## src/rtl/core/glr_pkg.sv

```systemverilog
// ---------------------------------------------------------------------------
// glr_pkg - shared types and constants of the gradient line rasterizer
// Field widths, opcodes and the controller/datapath command bundle.
// ---------------------------------------------------------------------------
package glr_pkg;

  localparam int ScreenWidthDef  = 1024;
  localparam int ScreenHeightDef = 512;
  localparam int FracBitsDef     = 16;

  localparam int CoordW = 12;
  localparam int RgbW   = 24;
  localparam int IndexW = 19;
  localparam int CountW = 13;
  localparam int ChanW  = 8;

  localparam logic OP_LOAD = 1'b0;
  localparam logic OP_STEP = 1'b1;

  // controller to datapath
  typedef struct packed {
    logic load;      // capture endpoints, start root and divisions
    logic root_step; // one root iteration
    logic div_init;  // latch n, start divisions
    logic div_step;  // one division iteration
    logic emit;      // compute pixel into output register, advance
  } glr_cmd_t;

  // datapath to controller
  typedef struct packed {
    logic root_done;
    logic div_done;
    logic active;    // pixels left and n nonzero
  } glr_sts_t;

endpackage

```

## src/rtl/core/glr_if.sv

```systemverilog
// ---------------------------------------------------------------------------
// glr_in_if / glr_out_if - valid/ready channels of the rasterizer
// Input carries load/step words, output carries pixel words.
// ---------------------------------------------------------------------------
interface glr_in_if;
  logic                               valid;
  logic                               ready;
  logic                               opcode;
  logic signed [glr_pkg::CoordW-1:0]  start_x;
  logic signed [glr_pkg::CoordW-1:0]  start_y;
  logic signed [glr_pkg::CoordW-1:0]  end_x;
  logic signed [glr_pkg::CoordW-1:0]  end_y;
  logic        [glr_pkg::RgbW-1:0]    start_rgb;
  logic        [glr_pkg::RgbW-1:0]    end_rgb;
  modport source (output valid, opcode, start_x, start_y, end_x, end_y, start_rgb,
                  end_rgb, input ready);
  modport sink (input valid, opcode, start_x, start_y, end_x, end_y, start_rgb,
                end_rgb, output ready);
endinterface

interface glr_out_if;
  logic                        valid;
  logic                        ready;
  logic [glr_pkg::IndexW-1:0]  pixel_index;
  logic [glr_pkg::RgbW-1:0]    pixel_rgb;
  logic                        visible;
  logic                        last;
  modport source (output valid, pixel_index, pixel_rgb, visible, last, input ready);
  modport sink (input valid, pixel_index, pixel_rgb, visible, last, output ready);
endinterface

```

## src/rtl/core/glr_datapath.sv

```systemverilog
// ---------------------------------------------------------------------------
// glr_datapath - line state, iterative root/divide and pixel stepping
// Root: 2 bits a cycle over 16 steps. Divides: one quotient bit a cycle on
// five lanes (x, y and the three color channels) sharing the divisor n.
// Colors step by incremental remainder accumulators, one add per pixel.
// ---------------------------------------------------------------------------
module glr_datapath #(
  parameter int SCREEN_WIDTH  = glr_pkg::ScreenWidthDef,
  parameter int SCREEN_HEIGHT = glr_pkg::ScreenHeightDef,
  parameter int FRAC_BITS     = glr_pkg::FracBitsDef
) (
  input  logic                              clk,
  input  logic                              rst,
  input  glr_pkg::glr_cmd_t                 cmd,
  output glr_pkg::glr_sts_t                 sts,
  input  logic signed [glr_pkg::CoordW-1:0] in_sx,
  input  logic signed [glr_pkg::CoordW-1:0] in_sy,
  input  logic signed [glr_pkg::CoordW-1:0] in_ex,
  input  logic signed [glr_pkg::CoordW-1:0] in_ey,
  input  logic [glr_pkg::RgbW-1:0]          in_from,
  input  logic [glr_pkg::RgbW-1:0]          in_to,
  output logic [glr_pkg::IndexW-1:0]        px_index,
  output logic [glr_pkg::RgbW-1:0]          px_rgb,
  output logic                              px_visible,
  output logic                              px_last
);
  localparam int CW   = glr_pkg::CountW;
  localparam int CH   = glr_pkg::ChanW;
  localparam int IW   = glr_pkg::IndexW;
  localparam int DW   = glr_pkg::CoordW + 1;             // |d| up to 4095
  localparam int PW   = glr_pkg::CoordW + 2 + FRAC_BITS; // position
  localparam int XW   = PW - FRAC_BITS;                  // whole pixels
  localparam int NUMW = DW + FRAC_BITS;                  // dividend bits
  localparam int QCW  = $clog2(NUMW + 1);
  localparam int RW   = CW + 1;                          // color remainder (< 2n)
  localparam int AW   = CW + 2;                          // remainder sum (< 4n)
  localparam int NL   = 5;                               // divider lanes

  // line geometry
  logic signed [DW-1:0]     dx, dy;
  logic [DW-1:0]            mag_x, mag_y;
  logic                     neg_x, neg_y;
  logic [31:0]              rt_v, rt_res, rt_bit;
  logic [4:0]               rt_cnt;
  logic [CW-1:0]            n, left;
  logic [QCW-1:0]           dcnt;
  logic signed [PW-1:0]     pos_x, pos_y;
  logic [glr_pkg::RgbW-1:0] from_c, to_c;

  // divider lanes: 0 = x, 1 = y, 2+c = color channel c
  logic [NUMW-1:0] dv_num [NL];
  logic [CW-1:0]   dv_rem [NL];
  logic [NUMW-1:0] dv_quo [NL];
  logic [CW:0]     dv_sh  [NL];
  logic            dv_ge  [NL];

  // color accumulators per channel
  logic [CH-1:0] cval      [3];
  logic [RW-1:0] crem      [3];
  logic          cneg      [3];
  logic [CH-1:0] cmag      [3];
  logic [RW-1:0] crs       [3];
  logic [RW-1:0] cmod      [3];
  logic [AW-1:0] csum      [3];
  logic          cwrap     [3];
  logic [CH-1:0] cstep     [3];
  logic [RW-1:0] crem_next [3];
  logic [CH-1:0] cval_next [3];

  // squared length terms
  logic signed [2*DW-1:0] sqx, sqy;
  assign sqx = dx * dx;
  assign sqy = dy * dy;

  always_comb begin
    sts.root_done = (rt_cnt == 5'd0);
    sts.div_done  = (dcnt == '0);
    sts.active    = (left != '0) && (n != '0);
  end

  // one root iteration
  logic [31:0] rt_try;
  assign rt_try = rt_res + rt_bit;

  // one restoring division iteration per lane
  always_comb begin
    for (int l = 0; l < NL; l++) begin
      dv_sh[l] = {dv_rem[l], dv_num[l][NUMW-1]};
      dv_ge[l] = (dv_sh[l] >= {1'b0, n});
    end
  end

  // signed per-pixel steps from the axis quotients
  logic signed [PW-1:0] step_x, step_y;
  assign step_x = neg_x ? -PW'(dv_quo[0]) : PW'(dv_quo[0]);
  assign step_y = neg_y ? -PW'(dv_quo[1]) : PW'(dv_quo[1]);

  // color stepping: rising channels round half up (modulus 2n, start n),
  // falling channels truncate (modulus n, start 0)
  always_comb begin
    for (int c = 0; c < 3; c++) begin
      cneg[c] = to_c[CH*c +: CH] < from_c[CH*c +: CH];
      cmag[c] = cneg[c] ? from_c[CH*c +: CH] - to_c[CH*c +: CH]
                        : to_c[CH*c +: CH] - from_c[CH*c +: CH];
      crs[c]  = cneg[c] ? {1'b0, dv_rem[2+c]} : {dv_rem[2+c], 1'b0};
      cmod[c] = cneg[c] ? {1'b0, n} : {n, 1'b0};
      csum[c] = AW'(crem[c]) + AW'(crs[c]);
      cwrap[c] = (csum[c] >= AW'(cmod[c]));
      crem_next[c] = cwrap[c] ? RW'(csum[c] - AW'(cmod[c])) : RW'(csum[c]);
      cstep[c] = dv_quo[2+c][CH-1:0] + CH'(cwrap[c]);
      cval_next[c] = cneg[c] ? cval[c] - cstep[c] : cval[c] + cstep[c];
    end
  end

  // pixel position to whole pixels, truncated toward zero
  logic signed [XW-1:0] px, py;
  logic [PW-1:0] ax, ay;
  always_comb begin
    ax = pos_x[PW-1] ? PW'(-pos_x) : PW'(pos_x);
    ay = pos_y[PW-1] ? PW'(-pos_y) : PW'(pos_y);
    px = pos_x[PW-1] ? -XW'(ax >> FRAC_BITS) : XW'(ax >> FRAC_BITS);
    py = pos_y[PW-1] ? -XW'(ay >> FRAC_BITS) : XW'(ay >> FRAC_BITS);
  end

  logic vis;
  assign vis = (px >= 0) && (px < XW'(SCREEN_WIDTH)) && (py >= 0)
               && (py < XW'(SCREEN_HEIGHT));
  logic [IW-1:0] row;
  assign row = IW'(SCREEN_HEIGHT - 1) - IW'(py);

  always_ff @(posedge clk) begin
    if (rst) begin
      rt_cnt <= '0;
      dcnt   <= '0;
      n      <= '0;
      left   <= '0;
    end else begin
      // capture a new line
      if (cmd.load) begin
        dx      <= DW'(in_ex) - DW'(in_sx);
        dy      <= DW'(in_ey) - DW'(in_sy);
        pos_x   <= PW'(in_sx) <<< FRAC_BITS;
        pos_y   <= PW'(in_sy) <<< FRAC_BITS;
        from_c  <= in_from;
        to_c    <= in_to;
        left    <= '0;
        n       <= '0;
        rt_cnt  <= 5'd17;
        rt_res  <= '0;
        rt_bit  <= 32'h4000_0000;
      end
      // root: the first step latches d^2, then 16 iterations
      if (cmd.root_step) begin
        if (rt_cnt == 5'd17) begin
          rt_v   <= 32'(sqx) + 32'(sqy);
          neg_x  <= dx[DW-1];
          neg_y  <= dy[DW-1];
          mag_x  <= dx[DW-1] ? DW'(-dx) : DW'(dx);
          mag_y  <= dy[DW-1] ? DW'(-dy) : DW'(dy);
        end else if (rt_v >= rt_try) begin
          rt_v   <= rt_v - rt_try;
          rt_res <= (rt_res >> 1) + rt_bit;
          rt_bit <= rt_bit >> 2;
        end else begin
          rt_res <= rt_res >> 1;
          rt_bit <= rt_bit >> 2;
        end
        rt_cnt <= rt_cnt - 5'd1;
      end
      // latch n, load the divider lanes and the color accumulators
      if (cmd.div_init) begin
        n     <= CW'(rt_res);
        left  <= CW'(rt_res);
        dcnt  <= (rt_res[CW-1:0] == '0) ? '0 : QCW'(NUMW);
        dv_num[0] <= {mag_x, {FRAC_BITS{1'b0}}};
        dv_num[1] <= {mag_y, {FRAC_BITS{1'b0}}};
        for (int l = 0; l < NL; l++) begin
          dv_rem[l] <= '0;
          dv_quo[l] <= '0;
        end
        for (int c = 0; c < 3; c++) begin
          dv_num[2+c] <= NUMW'(cmag[c]);
          cval[c]     <= from_c[CH*c +: CH];
          crem[c]     <= cneg[c] ? '0 : RW'(rt_res[CW-1:0]);
        end
      end
      // one quotient bit per lane
      if (cmd.div_step) begin
        for (int l = 0; l < NL; l++) begin
          dv_rem[l] <= dv_ge[l] ? CW'(dv_sh[l] - {1'b0, n}) : dv_sh[l][CW-1:0];
          dv_quo[l] <= {dv_quo[l][NUMW-2:0], dv_ge[l]};
          dv_num[l] <= {dv_num[l][NUMW-2:0], 1'b0};
        end
        dcnt <= dcnt - 1'b1;
      end
      // emit one pixel and advance
      if (cmd.emit) begin
        px_index   <= vis ? IW'(row * IW'(SCREEN_WIDTH) + IW'(px)) : '0;
        px_visible <= vis;
        px_last    <= (left == CW'(1));
        pos_x      <= pos_x + step_x;
        pos_y      <= pos_y + step_y;
        left       <= left - 1'b1;
        for (int c = 0; c < 3; c++) begin
          px_rgb[CH*c +: CH] <= cval[c];
          cval[c]            <= cval_next[c];
          crem[c]            <= crem_next[c];
        end
      end
    end
  end

endmodule

```

## src/rtl/core/glr_ctrl.sv

```systemverilog
// ---------------------------------------------------------------------------
// glr_ctrl - sequencer of the rasterizer
// Accepts words, runs root then divide on load, emits one pixel per step while a line is active.
// ---------------------------------------------------------------------------
module glr_ctrl (
  input  logic              clk,
  input  logic              rst,
  input  logic              in_valid,
  input  logic              in_opcode,
  output logic              in_ready,
  output logic              out_valid,
  input  logic              out_ready,
  output glr_pkg::glr_cmd_t cmd,
  input  glr_pkg::glr_sts_t sts
);
  typedef enum logic [1:0] {S_IDLE, S_ROOT, S_DIV} state_t;
  state_t state;

  logic take;
  assign in_ready = (state == S_IDLE) && (!out_valid || out_ready);
  assign take     = in_valid && in_ready;

  always_comb begin
    cmd           = '0;
    cmd.load      = take && (in_opcode == glr_pkg::OP_LOAD);
    cmd.emit      = take && (in_opcode == glr_pkg::OP_STEP) && sts.active;
    cmd.root_step = (state == S_ROOT) && !sts.root_done;
    cmd.div_init  = (state == S_ROOT) && sts.root_done;
    cmd.div_step  = (state == S_DIV) && !sts.div_done;
  end

  // hold state and output valid
  always_ff @(posedge clk) begin
    if (rst) begin
      state     <= S_IDLE;
      out_valid <= 1'b0;
    end else begin
      if (cmd.emit) out_valid <= 1'b1;
      else if (out_ready) out_valid <= 1'b0;
      case (state)
        S_IDLE: if (cmd.load) state <= S_ROOT;
        S_ROOT: if (sts.root_done) state <= S_DIV;
        S_DIV:  if (sts.div_done) state <= S_IDLE;
        default: state <= S_IDLE;
      endcase
    end
  end
endmodule

```

## src/rtl/core/gradient_line_rasterizer_unit.sv

```systemverilog
// ---------------------------------------------------------------------------
// gradient_line_rasterizer_unit - DDA line rasterizer with color gradient
// Channel  Dir  Carries
// in       in   load word (endpoints, colors) or step word
// out      out  pixel word (index, color, visible, last)
// A step word yields one pixel into the output register while a line is active.
// A load word holds the input after it is taken, through the root steps
// (latch d^2, then 16 two-bit iterations), a step to latch n, the divide
// iterations (one quotient bit each) and a step to return idle; no divides at length 0.
// Reset (rst, synchronous) leaves no line active.
// Input waits while the output register holds an untaken pixel.
// ---------------------------------------------------------------------------
module gradient_line_rasterizer_unit #(
  parameter int SCREEN_WIDTH  = glr_pkg::ScreenWidthDef,
  parameter int SCREEN_HEIGHT = glr_pkg::ScreenHeightDef,
  parameter int FRAC_BITS     = glr_pkg::FracBitsDef
) (
  input logic   clk,
  input logic   rst,
  glr_in_if.sink  in,
  glr_out_if.source out
);
  glr_pkg::glr_cmd_t cmd;
  glr_pkg::glr_sts_t sts;

  glr_ctrl u_ctrl (
    .clk, .rst,
    .in_valid(in.valid), .in_opcode(in.opcode), .in_ready(in.ready),
    .out_valid(out.valid), .out_ready(out.ready),
    .cmd, .sts
  );

  glr_datapath #(
    .SCREEN_WIDTH(SCREEN_WIDTH), .SCREEN_HEIGHT(SCREEN_HEIGHT), .FRAC_BITS(FRAC_BITS)
  ) u_dp (
    .clk, .rst, .cmd, .sts,
    .in_sx(in.start_x), .in_sy(in.start_y), .in_ex(in.end_x), .in_ey(in.end_y),
    .in_from(in.start_rgb), .in_to(in.end_rgb),
    .px_index(out.pixel_index), .px_rgb(out.pixel_rgb),
    .px_visible(out.visible), .px_last(out.last)
  );
endmodule

```

## src/flat_wrapper.sv

```systemverilog
// flat-port wrapper written by rule: the top's interface ports become plain ports
module gradient_line_rasterizer_unit_flat 
#(
  parameter int SCREEN_WIDTH  = glr_pkg::ScreenWidthDef,
  parameter int SCREEN_HEIGHT = glr_pkg::ScreenHeightDef,
  parameter int FRAC_BITS     = glr_pkg::FracBitsDef
)
  (clk, rst, in_valid, in_opcode, in_start_x, in_start_y, in_end_x, in_end_y, in_start_rgb, in_end_rgb, in_ready, out_valid, out_pixel_index, out_pixel_rgb, out_visible, out_last, out_ready);
  glr_in_if in_i ();
  glr_out_if out_i ();
  input logic clk;
  input logic rst;
  input wire logic [$bits(in_i.valid)-1:0] in_valid;
  input wire logic [$bits(in_i.opcode)-1:0] in_opcode;
  input wire logic [$bits(in_i.start_x)-1:0] in_start_x;
  input wire logic [$bits(in_i.start_y)-1:0] in_start_y;
  input wire logic [$bits(in_i.end_x)-1:0] in_end_x;
  input wire logic [$bits(in_i.end_y)-1:0] in_end_y;
  input wire logic [$bits(in_i.start_rgb)-1:0] in_start_rgb;
  input wire logic [$bits(in_i.end_rgb)-1:0] in_end_rgb;
  output wire logic [$bits(in_i.ready)-1:0] in_ready;
  output wire logic [$bits(out_i.valid)-1:0] out_valid;
  output wire logic [$bits(out_i.pixel_index)-1:0] out_pixel_index;
  output wire logic [$bits(out_i.pixel_rgb)-1:0] out_pixel_rgb;
  output wire logic [$bits(out_i.visible)-1:0] out_visible;
  output wire logic [$bits(out_i.last)-1:0] out_last;
  input wire logic [$bits(out_i.ready)-1:0] out_ready;
  assign in_i.valid = in_valid;
  assign in_i.opcode = in_opcode;
  assign in_i.start_x = in_start_x;
  assign in_i.start_y = in_start_y;
  assign in_i.end_x = in_end_x;
  assign in_i.end_y = in_end_y;
  assign in_i.start_rgb = in_start_rgb;
  assign in_i.end_rgb = in_end_rgb;
  assign in_ready = in_i.ready;
  assign out_valid = out_i.valid;
  assign out_pixel_index = out_i.pixel_index;
  assign out_pixel_rgb = out_i.pixel_rgb;
  assign out_visible = out_i.visible;
  assign out_last = out_i.last;
  assign out_i.ready = out_ready;
  gradient_line_rasterizer_unit #(.SCREEN_WIDTH(SCREEN_WIDTH), .SCREEN_HEIGHT(SCREEN_HEIGHT), .FRAC_BITS(FRAC_BITS)) u_core (.clk(clk), .rst(rst), .in(in_i), .out(out_i));
endmodule
```

## config.mk

```make
export PLATFORM = sky130hd
export DESIGN_NAME = gradient_line_rasterizer_unit_flat
export DESIGN_NICKNAME = d
export VERILOG_FILES = /design/src/rtl/core/glr_pkg.sv /design/src/rtl/core/glr_if.sv /design/src/rtl/core/glr_datapath.sv /design/src/rtl/core/glr_ctrl.sv /design/src/rtl/core/gradient_line_rasterizer_unit.sv /design/src/flat_wrapper.sv
export SDC_FILE = /design/constraint.sdc
export NUM_CORES = 2
export LEC_CHECK = 0
export ABC_AREA = 1
export BUFFER_PORTS_ARGS = -buffer_cell sky130_fd_sc_hd__buf_2
export CAP_MARGIN = 20
export CORE_ASPECT_RATIO = 0.75
export CORE_MARGIN = 4
export CORE_UTILIZATION = 30
export CTS_CLUSTER_DIAMETER = 100
export DETAILED_ROUTE_END_ITERATION = 16
export SLEW_MARGIN = 20
export SYNTH_ARGS = -nofsm -noshare
export SYNTH_HDL_FRONTEND = slang
export SYNTH_SLANG_ARGS = --single-unit
```

## constraint.sdc

```tcl
create_clock -name clk -period 22.4 [get_ports clk]
set_input_delay 3.36 -clock clk [delete_from_list [all_inputs] [get_ports clk]]
set_output_delay 3.36 -clock clk [all_outputs]
set_load 0.03 [all_outputs]
```

==> Yosys cells after proc, flatten, opt, wreduce, memory -nomap -nowiden <==
Memory sizes are Yosys's and may differ from the RTL's.
Index checks and enable logic that the tools add are counted.
{ "totals": {"ff_bits": 342, "mem_bits_rw": 421, "input_bits": 101, "output_inout_bits": 47, "elab_cells": 248, "mem_count": 5} }
{ "memory_table": {"columns": ["name", "depth", "width", "rd", "rd_clocked_by_memory_dff", "write_ports", "line_no", "text"], "rows": [
  ["u_core.u_dp.dv_num", 5, 29, 5, 0, 5, "glr_datapath.sv:51", "logic [NUMW-1:0] dv_num [NL];"],
  ["u_core.u_dp.dv_quo", 5, 29, 5, 0, 5, "glr_datapath.sv:53", "logic [NUMW-1:0] dv_quo [NL];"],
  ["u_core.u_dp.dv_rem", 5, 13, 5, 0, 5, "glr_datapath.sv:52", "logic [CW-1:0] dv_rem [NL];"],
  ["u_core.u_dp.crem", 3, 14, 3, 0, 3, "glr_datapath.sv:59", "logic [RW-1:0] crem [3];"],
  ["u_core.u_dp.cval", 3, 8, 3, 0, 3, "glr_datapath.sv:58", "logic [CH-1:0] cval [3];"]
]} }
{ "classes": {"addsub": 47, "mul": 2, "order_cmp": 16, "eq_ne": 7, "n_mux": 88, "bitwise": 23, "reduce_logical": 35} }
{ "op_table": {"columns": ["cell", "n"], "rows": [
  ["two-way mux 29 bit", 10],
  ["two-way mux 32 bit", 9],
  ["two-way mux 30 bit", 8],
  ["two-way mux 13 bit", 16],
  ["two-way mux 14 bit", 14],
  ["two-way mux 8 bit", 9],
  ["subtractor 8 bit", 9],
  ["greater-or-equal comparator 14 x 13 -> 1 bit", 5],
  ["subtractor 13 bit", 5],
  ["adder 30 bit", 2],
  ["negator 29 -> 30 bit", 2],
  ["negator 30 bit", 2],
  ["multiplier 13 x 13 -> 26 bit", 2],
  ["adder 14 x 14 -> 15 bit", 3],
  ["greater-or-equal comparator 15 x 14 -> 1 bit", 3],
  ["subtractor 14 bit", 3],
  ["adder 31 x 32 -> 32 bit", 1],
  ["adder 32 bit", 1],
  ["greater-or-equal comparator 32 bit", 1],
  ["subtractor 32 bit", 1],
  ["greater-or-equal comparator 14 x 1 -> 1 bit (second input constant)", 2],
  ["negator 14 bit", 2],
  ["adder 26 x 26 -> 27 bit", 1],
  ["negator 13 bit", 2],
  ["34 further kinds", 105]
]} }

==> Depth between registers and ports, before layout <==
{ "logic_depth": {"word_depth": 10, "depth_mapped": 52, "mapped_depth_nobuf": 48} }

==> Modules after synthesis <==
A second synthesis with hierarchy kept.
{ "hier_totals": {"hier_cells": 7456, "hier_area_um2": 61676.7} }
{ "by_module_without_submodules": {"columns": ["mod", "instances", "cells_per_inst", "area_per_inst_um2", "seq_area_each_um2"], "rows": [
  ["glr_datapath", 1, 7425, 61490.2, 19578.8],
  ["glr_ctrl", 1, 31, 186.4, 60.1]
]} }

==> Least setup slack after synthesis <==
Ideal clock, no wire load.
{ "synth_path": {"kind": "input to register", "from": "input rst", "to": "register u_core.u_dp.dcnt[4]", "setup_time_ns": 0.129, "t_arrival_ns": 15.764, "t_required_ns": 22.271, "path_slack_ns": 6.507, "stages": 4, "path_buffers": 1, "path_cell_list": "clkbuf_1 -> nor2_1 -> nand3_1 -> o31ai_1"} }
{ "synth_lines": {"columns": ["element", "line_no", "text"], "rows": [
  ["start, declared", "flat_wrapper.sv:12", "input logic rst;"],
  ["end signal, assigned", "glr_datapath.sv:174", "dcnt <= (rt_res[CW-1:0] == '0) ? '0 : QCW'(NUMW);"],
  ["end signal, assigned", "glr_datapath.sv:194", "dcnt <= dcnt - 1'b1;"],
  ["end, declared", "glr_datapath.sv:46", "logic [QCW-1:0] dcnt;"]
]} }

==> metrics.cfg <==
[cts]
path_clk_slew_ps=60
cts_root_buffer=clkbuf_16
cts_tree=done
htreeDepth=3
post_cts_resized=0
worstSkewPairLatency_ps=690
cts_buffer_depth=3
cts.sinks=668
cts_hold_buf=0
cts-buffers-inserted=80
post_cts_buffers=0

[yosys]
ys_types=64
synth-async-reset-ratio=0
synth_edf_count=629
yosys_warnings=0
synth_area_um2=61700
ys_ff_latch=668
synth_cells=7424
yosysSeqAreaShare=0.319
syn-num-nets=8435
postSynthAreaPerCell_um2=8.31
synth_ff_type=edfxtp_1

[die]
die_x_um=532
die_y_um=401
dieArea_um2=213000
start_util=0.303
fp-row-count=143
design.core.area_um2=203000
ios=148

[layout]
layout.nets=8501
final_cell_mix=nand2_1 (1327), inv_1 (1242), edfxtp_1 (629), nor2_1 (603), a21oi_1 (536)
final_area_um2=68300
fillers=20900
area.growth.synth_to_final_pct=10.7
final_cells=10200
mostFrequentLayoutCell=nand2_1
drive_gt1_frac=0.0579
utilization=0.336
multiInputGateArea_um2=36600
regArea_um2=19700

[detailed_routing]
wl_per_cell_um=17.1
drtAntennaViolNets=0
viasPerCell=4.92
detail_route.wirelength_mm=175
dr.pass1.iters=8
vias=50400
dr.first_iter.drc_count=4533
drc_errors=0

[worst_setup_path]
critPathBufInv=4
critPathLaunchType=flip-flop
path_class=flip-flop to flip-flop
required_ps=22790
end_kind=flip-flop
crit_family=adder cells
crit_arrival_ps=9280
cp_common_cell=nand2_1
slowest_stage=buf_4
path_max_fanout=66
critPathMaxStageDelay_ps=520

[run]
drv_cap=0

[sta]
fin_hold_ws_ps=477
finalCriticalPeriod_ps=8890
fmax_mhz=112
relSlewSlack=0.256
fin_skew_ps=38.1
worst_pin_slew_ps=1120
tns_ps=0
setup_viol=0
layout_setup_ws_ps=13510
slew_violations=0
finalCritPeriodShare=0.397
hold_viol=0
rsz0062_at_grt=no

[hold_path]
hold_path.class=flip-flop to flip-flop

[pwr]
p_leak_nw=30.9
powerDensity_nw_per_um2=125
vdd_ir_drop_max_mv=0.397
total_power_mw=8.52

[place]
postPlaceCellArea_um2=65400
io_buffers=147
dp_slack_ps=13540
place.gp.congestion=0.918
dp.final_hpwl_mm=132
dpl.cell_count=10100

[global_routing]
grt_overflow=0
grt_max_degree=121
grt_pass1_vias=48500
antenna_found_initial=6
grt_pass1_wl_mm=276
track_usage=0.160

[run_status]
status=finished clean

cells by family (layout without fill, tap and decap cells):
kind of cell,Yosys count,in the layout,synth area share
other,0,1,0
multiplexers,6,6,0.000974
XOR/XNOR,423,423,0.0604
AO/OA/AOI/OAI,1399,1399,0.126
AND/OR/NAND/NOR,2559,2559,0.174
buffers and inverters,1459,1588,0.0896
flip-flops,668,668,0.319
adder cells (fa/ha/maj),910,910,0.230
synthesized netlist by cell type, drive strengths merged (28+ instances only):
cell type | count | area, um^2
nor2 | 647 | 2540
dfxtp | 39 | 781
nand3 | 332 | 1680
edfxtp | 629 | 18900
inv | 1255 | 4710
xor2 | 292 | 2580
buf | 42 | 208
nand2 | 1347 | 5100
o211ai | 28 | 210
ha | 533 | 6670
xnor2 | 131 | 1150
nor3 | 80 | 415
a21oi | 540 | 2710
a31oi | 53 | 332
a21o | 35 | 263
o21bai | 39 | 297
o21ai | 560 | 2820
o31ai | 37 | 278
or2 | 29 | 181
clkbuf | 161 | 604
fa | 377 | 7550
nand4 | 65 | 407
worst register-to-register path, delay by kind of cell (launching register included):
kind	cells	cell delay, ps
flip-flops	1	400
AO/OA/AOI/OAI	12	2060
AND/OR/NAND/NOR	16	2050
XOR/XNOR	4	570
adder cells (fa/ha/maj)	7	2300
buffers and inverters	4	1210
layer usage:
layer	wire length (um)	vias to the layer above	global-route usage
met5	0	-	0
met4	3360	0	0.0306
met3	12600	194	0.0259
met2	70900	1695	0.230
met1	88000	23900	0.249
li1	-	24600	-
layout make-up:
| type | instances | share of cell area |
|---|---|---|
| clock inverters | 46 | 0.0106 |
| inverters | 1256 | 0.0692 |
| flip-flops and latches | 668 | 0.288 |
| clock buffers | 99 | 0.0313 |
| well taps | 2682 | 0.0492 |
| repair buffers | 187 | 0.0155 |
| multi-input cells | 5297 | 0.536 |
| diodes | 1 | 0.0000367 |
where the power goes:
| group | total, mW | switching (mW) | leakage (nW) | internal, mW |
|---|---|---|---|---|
| registers | 1.53 | 0.0716 | 6.13 | 1.46 |
| logic | 5.55 | 3.52 | 23.4 | 2.02 |
| clock network | 1.45 | 0.591 | 1.37 | 0.858 |
| total | 8.52 | 4.19 | 30.9 | 4.34 |
path summary, 6_finish.rpt:
check | startpoint | to | slack, ps | cells past startpoint
hold / removal | u_core.u_dp.dcnt[4]$_SDFFE_PP0P_ | u_core.u_dp.dcnt[4]$_SDFFE_PP0P_ | 480 | 2
setup / recovery | u_core.u_dp.from_c[0]$_DFFE_PP_ | u_core.u_dp.cval[0][7]$_DFFE_PP_ | 13510 | 43
setup reg to reg | u_core.u_dp.from_c[0]$_DFFE_PP_ | u_core.u_dp.cval[0][7]$_DFFE_PP_ | 13510 | 43
hold reg to reg | u_core.u_dp.dcnt[4]$_SDFFE_PP0P_ | u_core.u_dp.dcnt[4]$_SDFFE_PP0P_ | 480 | 2
state kept, by name, indices dropped and copies added (netlist names), 30 cells and up:
register	count
u_core.u_dp.crem	42
u_core.u_dp.rt_bit	32
u_core.u_dp.rt_v	32
u_core.u_dp.dv_num	113
u_core.u_dp.pos_y	30
u_core.u_dp.dv_rem	65
u_core.u_dp.pos_x	30
u_core.u_dp.dv_quo	82
u_core.u_dp.rt_res	32
(Power assumes the default switching activity.)
